File: config.mk
export PLATFORM = sky130hd
export DESIGN_NAME = window_layer_pixel_compositor_top
export DESIGN_NICKNAME = d
export VERILOG_FILES = /design/src/rtl/wlpc_pkg.sv /design/src/rtl/window_layer_pixel_compositor_top.sv
export VERILOG_INCLUDE_DIRS = /design/src /design/src/rtl
export SDC_FILE = /design/constraint.sdc
export NUM_CORES = 2
export LEC_CHECK = 0
export BUFFER_PORTS_ARGS = -buffer_cell sky130_fd_sc_hd__buf_4
export CAP_MARGIN = 20
export CORE_ASPECT_RATIO = 0.5
export CORE_MARGIN = 2
export CORE_UTILIZATION = 30
export CTS_BUF_LIST = sky130_fd_sc_hd__clkbuf_4 sky130_fd_sc_hd__clkbuf_8 sky130_fd_sc_hd__clkbuf_16
export CTS_CLUSTER_DIAMETER = 60
export DETAILED_ROUTE_END_ITERATION = 6
export GPL_TIMING_DRIVEN = 1
export HOLD_SLACK_MARGIN = 0.02
export SYNTH_ARGS = -nofsm -noshare
export SYNTH_HDL_FRONTEND = slang
export SYNTH_SLANG_ARGS = --single-unit
File: constraint.sdc
create_clock -name clk -period 6.68 [get_ports clk]
set_input_delay 1.336 -clock clk [delete_from_list [all_inputs] [get_ports clk]]
set_output_delay 1.336 -clock clk [all_outputs]
set_load 0.03 [all_outputs]
File: src/rtl/assert_macros.svh
// Assertion helpers for the window layer compositor.
`ifndef ASSERT_MACROS_SVH
`define ASSERT_MACROS_SVH

`ifndef SYNTH
// Checked outside reset.
`define WLPC_ASSERT(name, prop, msg) \
  name: assert property (@(posedge clk) disable iff (rst) prop) else $error(msg);
// Checked on every edge, reset included.
`define WLPC_ASSERT_ALWAYS(name, prop, msg) \
  name: assert property (@(posedge clk) prop) else $error(msg);
`else
`define WLPC_ASSERT(name, prop, msg)
`define WLPC_ASSERT_ALWAYS(name, prop, msg)
`endif

`endif

File: src/rtl/wlpc_pkg.sv
`timescale 1ns / 1ps

package wlpc_pkg;

  typedef enum logic [2:0] {
    RGN_PASS    = 3'd0,
    RGN_SHADOW  = 3'd1,
    RGN_TITLE   = 3'd2,
    RGN_BUTTON  = 3'd3,
    RGN_CONTENT = 3'd4
  } region_t;

  typedef enum logic [2:0] {
    CFG_WIN_X      = 3'd0,
    CFG_WIN_Y      = 3'd1,
    CFG_WIN_WIDTH  = 3'd2,
    CFG_WIN_HEIGHT = 3'd3,
    CFG_FLAGS      = 3'd4
  } cfg_index_t;

  typedef enum logic [1:0] {
    MODE_PASS,
    MODE_FLAT,
    MODE_BLEND
  } mode_t;

  localparam int FLAG_DECORATED = 0;
  localparam int FLAG_FOCUSED   = 1;
  localparam int FLAG_MINIMIZED = 2;
  localparam int FLAG_NO_SHADOW = 3;

  localparam int TITLE_H     = 24;
  localparam int SHADOW_W    = 8;
  localparam int BTN_SIZE    = 16;
  localparam int BTN_STEP    = 18;
  localparam int SHADOW_STEP = 20;
  // buttons: first one starts this far left of the content's right edge
  localparam int BTN_X_OFF   = BTN_SIZE * 3 + 6;
  // button rows start this far above the content top
  localparam int BTN_Y_OFF   = TITLE_H - (TITLE_H - BTN_SIZE) / 2;

  localparam logic [31:0] COL_TITLE_FOCUS = 32'hFF3C3C3C;
  localparam logic [31:0] COL_TITLE_IDLE  = 32'hFF5C5C5C;
  localparam logic [31:0] COL_CLOSE       = 32'hFFE81123;
  localparam logic [31:0] COL_MAXIMIZE    = 32'hFF00CC00;
  localparam logic [31:0] COL_MINIMIZE    = 32'hFFFFBB00;

  // shadow alpha for ring distance 1..8
  function automatic logic [7:0] shadow_alpha(input logic [3:0] ring_d);
    logic [7:0] a;
    case (ring_d)
      4'd1:    a = 8'((SHADOW_W - 1) * SHADOW_STEP);
      4'd2:    a = 8'((SHADOW_W - 2) * SHADOW_STEP);
      4'd3:    a = 8'((SHADOW_W - 3) * SHADOW_STEP);
      4'd4:    a = 8'((SHADOW_W - 4) * SHADOW_STEP);
      4'd5:    a = 8'((SHADOW_W - 5) * SHADOW_STEP);
      4'd6:    a = 8'((SHADOW_W - 6) * SHADOW_STEP);
      4'd7:    a = 8'((SHADOW_W - 7) * SHADOW_STEP);
      default: a = 8'd0;
    endcase
    return a;
  endfunction

  // floor(x / 255), exact for x <= 255 * 255
  function automatic logic [7:0] div255(input logic [15:0] x);
    logic [16:0] t;
    t = {1'b0, x} + {9'd0, x[15:8]} + 17'd1;
    return t[15:8];
  endfunction

endpackage

File: src/rtl/window_layer_pixel_compositor_top.sv
`timescale 1ns / 1ps
// One window layer of a display compositor. Each request carries a screen
// coordinate, the ARGB pixel already beneath it and the window's content
// pixel; the block returns the composited pixel and a region code
// (passthrough, shadow, title bar, button, content). Content is alpha-blended
// over the pixel beneath, decorations draw a title bar and three buttons
// above it, and an 8-pixel black shadow ring surrounds it. The block takes
// one pixel per clock, when the output is not back-pressured, through four
// register stages (input register, region decode, channel multiply,
// divide-by-255 into the output register); a result is offered once its
// request reaches the output register. Each stage holds independently, so
// bubbles close up under output back-pressure. Window registers may only be
// written while no pixel is in flight; derived edges update the next cycle.

`include "assert_macros.svh"

module window_layer_pixel_compositor_top #(
  parameter int COORD_BITS = 12
) (
  input  logic                  clk,
  input  logic                  rst,
  // pixel_x, pixel_y, under_pixel, window_pixel (from bit 0), zero padded
  input  logic                  s_axis_tvalid,
  output logic                  s_axis_tready,
  input  logic [((2*COORD_BITS+64+7)/8)*8-1:0] s_axis_tdata,
  // out_pixel
  output logic                  m_axis_tvalid,
  input  logic                  m_axis_tready,
  output logic [31:0]           m_axis_tdata,
  // region
  output logic [2:0]            m_axis_tuser,
  input  logic                  cfg_valid,
  output logic                  cfg_ready,
  input  logic [2:0]            cfg_index,
  input  logic [COORD_BITS-1:0] cfg_data
);
  import wlpc_pkg::*;

  localparam int CB = COORD_BITS;
  localparam int SW = COORD_BITS + 2;

  // ---------------- configuration ----------------
  logic [CB-1:0] win_x;
  logic [CB-1:0] win_y;
  logic [CB-1:0] win_width;
  logic [CB-1:0] win_height;
  logic [3:0]    window_flags;

  assign cfg_ready = !rst;

  always_ff @(posedge clk) begin
    if (rst) begin
      win_x        <= '0;
      win_y        <= '0;
      win_width    <= '0;
      win_height   <= '0;
      window_flags <= 4'd1;
    end else if (cfg_valid && cfg_ready) begin
      unique case (cfg_index)
        CFG_WIN_X:      win_x        <= cfg_data;
        CFG_WIN_Y:      win_y        <= cfg_data;
        CFG_WIN_WIDTH:  win_width    <= cfg_data;
        CFG_WIN_HEIGHT: win_height   <= cfg_data;
        CFG_FLAGS:      window_flags <= cfg_data[3:0];
        default: ;
      endcase
    end
  end

  // window edges, precomputed once per cycle from the registers
  logic signed [SW-1:0] wx_s, wy_s, x1_c, y1_c;
  logic signed [SW-1:0] d_x0, d_x1, d_y0, d_y1;
  logic signed [SW-1:0] d_ty0, d_by0, d_by1;
  logic signed [SW-1:0] d_b0s, d_b0e, d_b1s, d_b1e, d_b2s, d_b2e;
  logic signed [SW-1:0] d_sx0, d_sx1, d_sy0, d_sy1;

  assign wx_s = {{2{win_x[CB-1]}}, win_x};
  assign wy_s = {{2{win_y[CB-1]}}, win_y};
  assign x1_c = wx_s + $signed({2'b00, win_width});
  assign y1_c = wy_s + $signed({2'b00, win_height});

  always_ff @(posedge clk) begin
    d_x0  <= wx_s;
    d_x1  <= x1_c;
    d_y0  <= wy_s;
    d_y1  <= y1_c;
    d_ty0 <= wy_s - SW'(TITLE_H);
    d_by0 <= wy_s - SW'(BTN_Y_OFF);
    d_by1 <= wy_s - SW'(BTN_Y_OFF - BTN_SIZE);
    d_b0s <= x1_c - SW'(BTN_X_OFF);
    d_b0e <= x1_c - SW'(BTN_X_OFF - BTN_SIZE);
    d_b1s <= x1_c - SW'(BTN_X_OFF - BTN_STEP);
    d_b1e <= x1_c - SW'(BTN_X_OFF - BTN_STEP - BTN_SIZE);
    d_b2s <= x1_c - SW'(BTN_X_OFF - 2 * BTN_STEP);
    d_b2e <= x1_c - SW'(BTN_X_OFF - 2 * BTN_STEP - BTN_SIZE);
    d_sx0 <= wx_s - SW'(SHADOW_W);
    d_sx1 <= x1_c + SW'(SHADOW_W);
    d_sy0 <= wy_s - SW'(SHADOW_W);
    d_sy1 <= y1_c + SW'(SHADOW_W);
  end

  // ---------------- stage flow control ----------------
  logic v1, v2, v3, v4;
  logic rdy1, rdy2, rdy3, rdy4;

  assign rdy4 = !v4 || m_axis_tready;
  assign rdy3 = !v3 || rdy4;
  assign rdy2 = !v2 || rdy3;
  assign rdy1 = !v1 || rdy2;
  assign s_axis_tready = rdy1 && !rst;

  always_ff @(posedge clk) begin
    if (rst) begin
      v1 <= 1'b0;
      v2 <= 1'b0;
      v3 <= 1'b0;
      v4 <= 1'b0;
    end else begin
      if (rdy1) v1 <= s_axis_tvalid;
      if (rdy2) v2 <= v1;
      if (rdy3) v3 <= v2;
      if (rdy4) v4 <= v3;
    end
  end

  // ---------------- stage 1: input register ----------------
  logic [CB-1:0] s1_px, s1_py;
  logic [31:0]   s1_under, s1_win;

  always_ff @(posedge clk) begin
    if (rdy1) begin
      s1_px    <= s_axis_tdata[CB-1:0];
      s1_py    <= s_axis_tdata[2*CB-1:CB];
      s1_under <= s_axis_tdata[2*CB+31:2*CB];
      s1_win   <= s_axis_tdata[2*CB+63:2*CB+32];
    end
  end

  // ---------------- region decode ----------------
  logic signed [SW-1:0] px_s, py_s;
  logic in_cx, in_cy, btn_row, on_b0, on_b1, on_b2, title_y, sh_x, sh_y;
  logic signed [SW-1:0] dx_lo, dx_hi, dy_lo, dy_hi;
  logic [3:0]  dx, dy, ring_d;
  logic [7:0]  sh_alpha;
  region_t     rgn_next;
  mode_t       mode_next;
  logic [31:0] fg_next;

  assign px_s = $signed({2'b00, s1_px});
  assign py_s = $signed({2'b00, s1_py});

  assign in_cx   = (px_s >= d_x0)  && (px_s < d_x1);
  assign in_cy   = (py_s >= d_y0)  && (py_s < d_y1);
  assign btn_row = (py_s >= d_by0) && (py_s < d_by1);
  assign on_b0   = (px_s >= d_b0s) && (px_s < d_b0e);
  assign on_b1   = (px_s >= d_b1s) && (px_s < d_b1e);
  assign on_b2   = (px_s >= d_b2s) && (px_s < d_b2e);
  assign title_y = (py_s >= d_ty0) && (py_s < d_y0);
  assign sh_x    = (px_s >= d_sx0) && (px_s < d_sx1);
  assign sh_y    = (py_s >= d_sy0) && (py_s < d_sy1);

  // ring distances; only the low bits matter inside the shadow box
  assign dx_lo = d_x0 - px_s;
  assign dx_hi = px_s - d_x1 + SW'(1);
  assign dy_lo = d_y0 - py_s;
  assign dy_hi = py_s - d_y1 + SW'(1);

  always_comb begin
    if (px_s < d_x0)       dx = dx_lo[3:0];
    else if (px_s >= d_x1) dx = dx_hi[3:0];
    else                   dx = 4'd0;
    if (py_s < d_y0)       dy = dy_lo[3:0];
    else if (py_s >= d_y1) dy = dy_hi[3:0];
    else                   dy = 4'd0;
    ring_d   = (dx > dy) ? dx : dy;
    sh_alpha = shadow_alpha(ring_d);
  end

  always_comb begin
    rgn_next  = RGN_PASS;
    mode_next = MODE_PASS;
    fg_next   = s1_win;
    if (window_flags[FLAG_MINIMIZED]) begin
      rgn_next  = RGN_PASS;
    end else if (in_cx && in_cy) begin
      rgn_next  = RGN_CONTENT;
      mode_next = MODE_BLEND;
    end else if (window_flags[FLAG_DECORATED] && btn_row && (on_b0 || on_b1 || on_b2)) begin
      rgn_next  = RGN_BUTTON;
      mode_next = MODE_FLAT;
      if (on_b0)      fg_next = COL_MINIMIZE;
      else if (on_b1) fg_next = COL_MAXIMIZE;
      else            fg_next = COL_CLOSE;
    end else if (window_flags[FLAG_DECORATED] && in_cx && title_y) begin
      rgn_next  = RGN_TITLE;
      mode_next = MODE_FLAT;
      fg_next   = window_flags[FLAG_FOCUSED] ? COL_TITLE_FOCUS : COL_TITLE_IDLE;
    end else if (!window_flags[FLAG_NO_SHADOW] && sh_x && sh_y) begin
      rgn_next  = RGN_SHADOW;
      mode_next = MODE_BLEND;
      fg_next   = {sh_alpha, 24'd0};
    end
  end

  // ---------------- stage 2 ----------------
  region_t     s2_rgn;
  mode_t       s2_mode;
  logic [31:0] s2_fg, s2_bg;

  always_ff @(posedge clk) begin
    if (rdy2) begin
      s2_rgn  <= rgn_next;
      s2_mode <= mode_next;
      s2_fg   <= fg_next;
      s2_bg   <= s1_under;
    end
  end

  // per-channel f*a + b*(255-a)
  logic [7:0]  s2_a, s2_ia;
  logic [15:0] sum_next [3];

  assign s2_a  = s2_fg[31:24];
  assign s2_ia = 8'd255 - s2_a;

  always_comb begin
    for (int c = 0; c < 3; c++) begin
      sum_next[c] = {8'd0, s2_fg[8*c +: 8]} * {8'd0, s2_a} +
                    {8'd0, s2_bg[8*c +: 8]} * {8'd0, s2_ia};
    end
  end

  // ---------------- stage 3 ----------------
  region_t     s3_rgn;
  mode_t       s3_mode;
  logic [31:0] s3_fg, s3_bg;
  logic [15:0] s3_sum [3];

  always_ff @(posedge clk) begin
    if (rdy3) begin
      s3_rgn  <= s2_rgn;
      s3_mode <= s2_mode;
      s3_fg   <= s2_fg;
      s3_bg   <= s2_bg;
      s3_sum  <= sum_next;
    end
  end

  logic [31:0] pix_next;

  always_comb begin
    unique case (s3_mode)
      MODE_FLAT: pix_next = s3_fg;
      MODE_BLEND: begin
        if (s3_fg[31:24] == 8'hFF)      pix_next = s3_fg;
        else if (s3_fg[31:24] == 8'h00) pix_next = s3_bg;
        else pix_next = {8'hFF, div255(s3_sum[2]), div255(s3_sum[1]), div255(s3_sum[0])};
      end
      default: pix_next = s3_bg;
    endcase
  end

  // ---------------- stage 4: output register ----------------
  logic [31:0] out_pixel;
  region_t     out_region;

  always_ff @(posedge clk) begin
    if (rdy4) begin
      out_pixel  <= pix_next;
      out_region <= s3_rgn;
    end
  end

  assign m_axis_tvalid = v4;
  assign m_axis_tdata  = out_pixel;
  assign m_axis_tuser  = out_region;

  // ---------------- assertions ----------------
  `WLPC_ASSERT(a_button_color, m_axis_tvalid && (m_axis_tuser == RGN_BUTTON) |-> (m_axis_tdata == COL_MINIMIZE) || (m_axis_tdata == COL_MAXIMIZE) || (m_axis_tdata == COL_CLOSE), "button region with a non-button color")
  `WLPC_ASSERT(a_title_color, m_axis_tvalid && (m_axis_tuser == RGN_TITLE) |-> (m_axis_tdata == COL_TITLE_FOCUS) || (m_axis_tdata == COL_TITLE_IDLE), "title region with a non-title color")
  `WLPC_ASSERT(a_stage3_held, v3 && !rdy4 |=> v3 && $stable(s3_sum[0]) && $stable(s3_mode), "stage 3 lost a held request")
  `WLPC_ASSERT_ALWAYS(a_reset_empty, rst |=> !m_axis_tvalid, "output valid right after reset")

endmodule

==> impl_results.md <==
* Status: complete, no violations
* Post-synth top flop: edfxtp_1
* Post-DP Area at about 42000 um^2
* Clock Tree Root: clkbuf_16
* Total number of vias at 26200
* Critical-path cell list: buf_4 -> buf_4 -> nor2b_1 -> ha_1 -> inv_1 -> fa_1 -> inv_1 -> ha_1 -> inv_1 -> fa_1 -> inv_1 -> fa_1 -> fa_1 -> ha_1 -> a21oi_1 -> o21bai_1 -> a21oi_1 -> o21bai_1 -> a21oi_1 -> o21ai_0 -> or4_1 -> a31o_2 -> a21oi_1 -> xnor2_1
* Critical path endpoint: s3_sum[31]
* Die Y at 257 um
* Largest net degree at the start of global routing at 76
* Nets at 4676
* Final number of max-transition violations at 0
* Pre-CTS setup slack at about 0.47 ns
* Mapped Area at 38500 um^2
* GR Util met3 at 3.09%
* Adder-cell share of the synthesized area at 29.4%
* Reg area at 14100 um^2
* Share of layout cells above drive strength 1 at 9.07%
* Post-Route Utilization at 34.9%
* Non-Filler Instances at around 5600
* Yosys warnings at 0
* Met1 Use GR at 18.8%
* RR Endpoint: s3_sum[31]
* Setup crit end kind: register
* CTS hold repair buffers at 0
* Final Critical Period at 6.24 ns
* HP Class: register to register
* Vias in the first global route at between 20000 and 30000
* Worst path depth at 24
* Post-CTS setup buffers at 0
* Avg WL per Cell at 17.7 um
* Critical path peak fanout at 19
* Placed Instances at 5464
* Post-synthesis mux area share at 1.80%
* Final setup fails at 0
* Post-CTS sizing at 0
* Gr usage total at between 15 and 20%
* Share of the synthesized area in the top cell type at 23.9%
* FF+latch count, synth at 553
* HPWL Detailed at 74.6 mm
* Final period utilization at between 90 and 100%
* Cell area power density at just under 600 nW/um^2
* Top post-synthesis cells by area: edfxtp_1 (24%), fa_1 (15%), ha_1 (14%), dfxtp_1 (13%), inv_1 (6.0%)
* Compound-Gate Fraction of Synth Area at a little under 8%
* Pwr Total at 26.2 mW
* RePlAce Congestion at 0.878
* Longest Clk Path Bufs at 3
* Post-synthesis sequential area ratio at 36.7%
* Simple-Gate Fraction of Synth Area at 12.5%
* Top cell types by occurrence after synthesis: inv_1 (616), ha_1 (432), edfxtp_1 (307), fa_1 (296), dfxtp_1 (246)
* Final hold violations at 0
* Crit path launch: s2_fg[24]
* Total routed wirelength at 98.8 mm
* Fill cells at approximately 13000
* Critical path class: register to register
* Setup WS post-layout at roughly 0.44 ns
* Largest delay share family, worst path: adder cells
* RR Startpoint: s2_fg[24]
* Cells on worst reg2reg path at 24
* Largest family of logic cells by synthesized area: adder cells
* Syn Area/Cell at about 11 um^2
* Die width at 511 um
* Drt pass-1 iters at 5
* Area of the multi-input gates at ~22000 um^2
* Clk Latency, worst-skew pair at about 0.63 ns
* Iteration-0 DRC Markers at approximately 1600
* Post-synth EDFFs at a little over 300
* H-tree Lvls at 3
* Most frequent cell after synthesis: inv_1
* Actual slew at the worst max-slew pin at 1.06 ns
* Initial core utilization at 30.4%
* Number of distinct library cells after synthesis at 79
* Post-synthesis xor/xnor area fraction at 4.78%
* Total die area at 131000 um^2
* Top-Level Pins at 146
* Required @ worst endpoint at a little over 7 ns
* Residual DRC at 0
* Area Overhead vs Synth at 14.7%
* Final hold slack at 0.378 ns
* VDD IR max at 1.08 mV
* Synth Instances at 3660
* Final Cell Area at 44200 um^2
* Via density at 4.69
* GR Util met2 at ~26%
* CTS sink count at 553
* Peak Freq at 160 MHz
* CP max stage cell: fa_1
* Maxcap violations at 0
* Setup tns final at 0 ns
* Core area at 127000 um^2
* # rows at 92
* CP Launch Type: register
* Yosys top cell by area: edfxtp_1
* Maximum single-stage delay on the critical path at 0.54 ns
* Asr flop ratio synth at 0%
* Num CTS Buffers at 66
* Clock-pin slew on the worst setup and hold paths at 0.06 ns
* Initial antenna violation count at 12
* CTS tree: yes
* Port Buffers at around 150
* Total congestion overflow at 0
* Slew margin rel. at 29.3%
* RSZ-0062 raised after global routing: no
* ANT nets after route at 0
* First-pass GRT wire length at 155 mm
* P_leak at 20.7 nW
* Busiest grt layer: met2
* CP arrival at 6.60 ns
* R2r setup slk at 0.44 ns
* Final setup skew at 0.0215 ns
* CP Buf/Inv Count at 6
[worst reg2reg max path, stage by stage, from the launching register on]
cell and delay [ns]:
edfxtp_1 0.38, buf_4 0.23, buf_4 0.24, nor2b_1 0.15, ha_1 0.15, inv_1 0.04, fa_1 0.47, inv_1 0.04
ha_1 0.27, inv_1 0.05, fa_1 0.54, inv_1 0.06, fa_1 0.50, fa_1 0.49, ha_1 0.35, a21oi_1 0.23
o21bai_1 0.11, a21oi_1 0.25, o21bai_1 0.10, a21oi_1 0.22, o21ai_0 0.15, or4_1 0.45, a31o_2 0.25, a21oi_1 0.17
xnor2_1 0.08
[flip-flops by register name (all words and copies together) (netlist names), 13 cells and up]
register and flops:
d_sy0 13, s3_fg 32, s1_under 32, s2_bg 32, d_sy1 14, s1_win 32, d_b2e 13, m_axis_tdata 32
s3_bg 32, s3_sum 48, d_sx1 14, d_sx0 13, s2_fg 32
[worst min-delay path by stage]
stage                         start       end  slack, ns  cells past startpoint
after floorplan           win_y[10]  d_y0[10]       0.35                      0
after global placement     win_x[2]  d_sx0[2]       0.37                      0
after detailed placement   win_x[2]  d_sx0[2]       0.37                      0
after CTS                  win_x[2]  d_sx0[2]       0.38                      0
after global routing       win_x[2]  d_sx0[2]       0.39                      0
final                      win_x[2]  d_sx0[2]       0.38                      0
[layout make-up]
class | count | area share [%]
Sequential cell | 553 | 32.0
Clock inverter | 38 | 0.952
Inverter | 617 | 5.24
Multi-Input combinational cell | 2401 | 49.3
Tap cell | 1692 | 4.79
Antenna cell | 1 | 0.00567
Clock buffer | 81 | 4.10
Timing Repair Buffer | 201 | 3.62
[cells by family (layout without fill, tap and decap cells)]
kind of cell    Yosys count  after routing
compound gates          459            459
mux                      69             69
fa+ha+maj               728            728
other cells               1              4
buf+inv                 708            937
xor+xnor                210            210
simple gates            932            932
flops                   553            553
[cell usage in the layout (no fill, tap or decap), types with 41 or more instances in the layout]
master,netlist,routed
buf_4,0,194
xnor2_1,144,142
ha_1,432,432
nor2b_1,151,151
nand2_1,243,241
mux2i_1,66,66
xor2_1,66,64
fa_1,296,296
nand2b_1,84,84
nor3_1,41,41
o21ai_0,90,90
inv_1,616,614
nor2_1,174,174
and2_1,102,102
a21oi_1,128,128
dfxtp_1,246,246
o21a_1,49,49
edfxtp_1,307,307
clkbuf_16,0,68
[where the power goes]
group / leakage [nW] / switching (mW) / internal (mW)
registers: 5.29 / 0.346 / 5.03
logic: 14.3 / 9.33 / 7.73
clock network: 1.12 / 1.53 / 2.19
[routing by layer]
| layer | vias to the layer above | routed length (um) |
|---|---|---|
| li1 | 12400 | - |
| met1 | 12900 | 42100 |
| met2 | 606 | 47700 |
| met3 | 192 | 5540 |
| met4 | 16 | 3340 |
| met5 | - | 92 |
(Power assumes the default switching activity.)
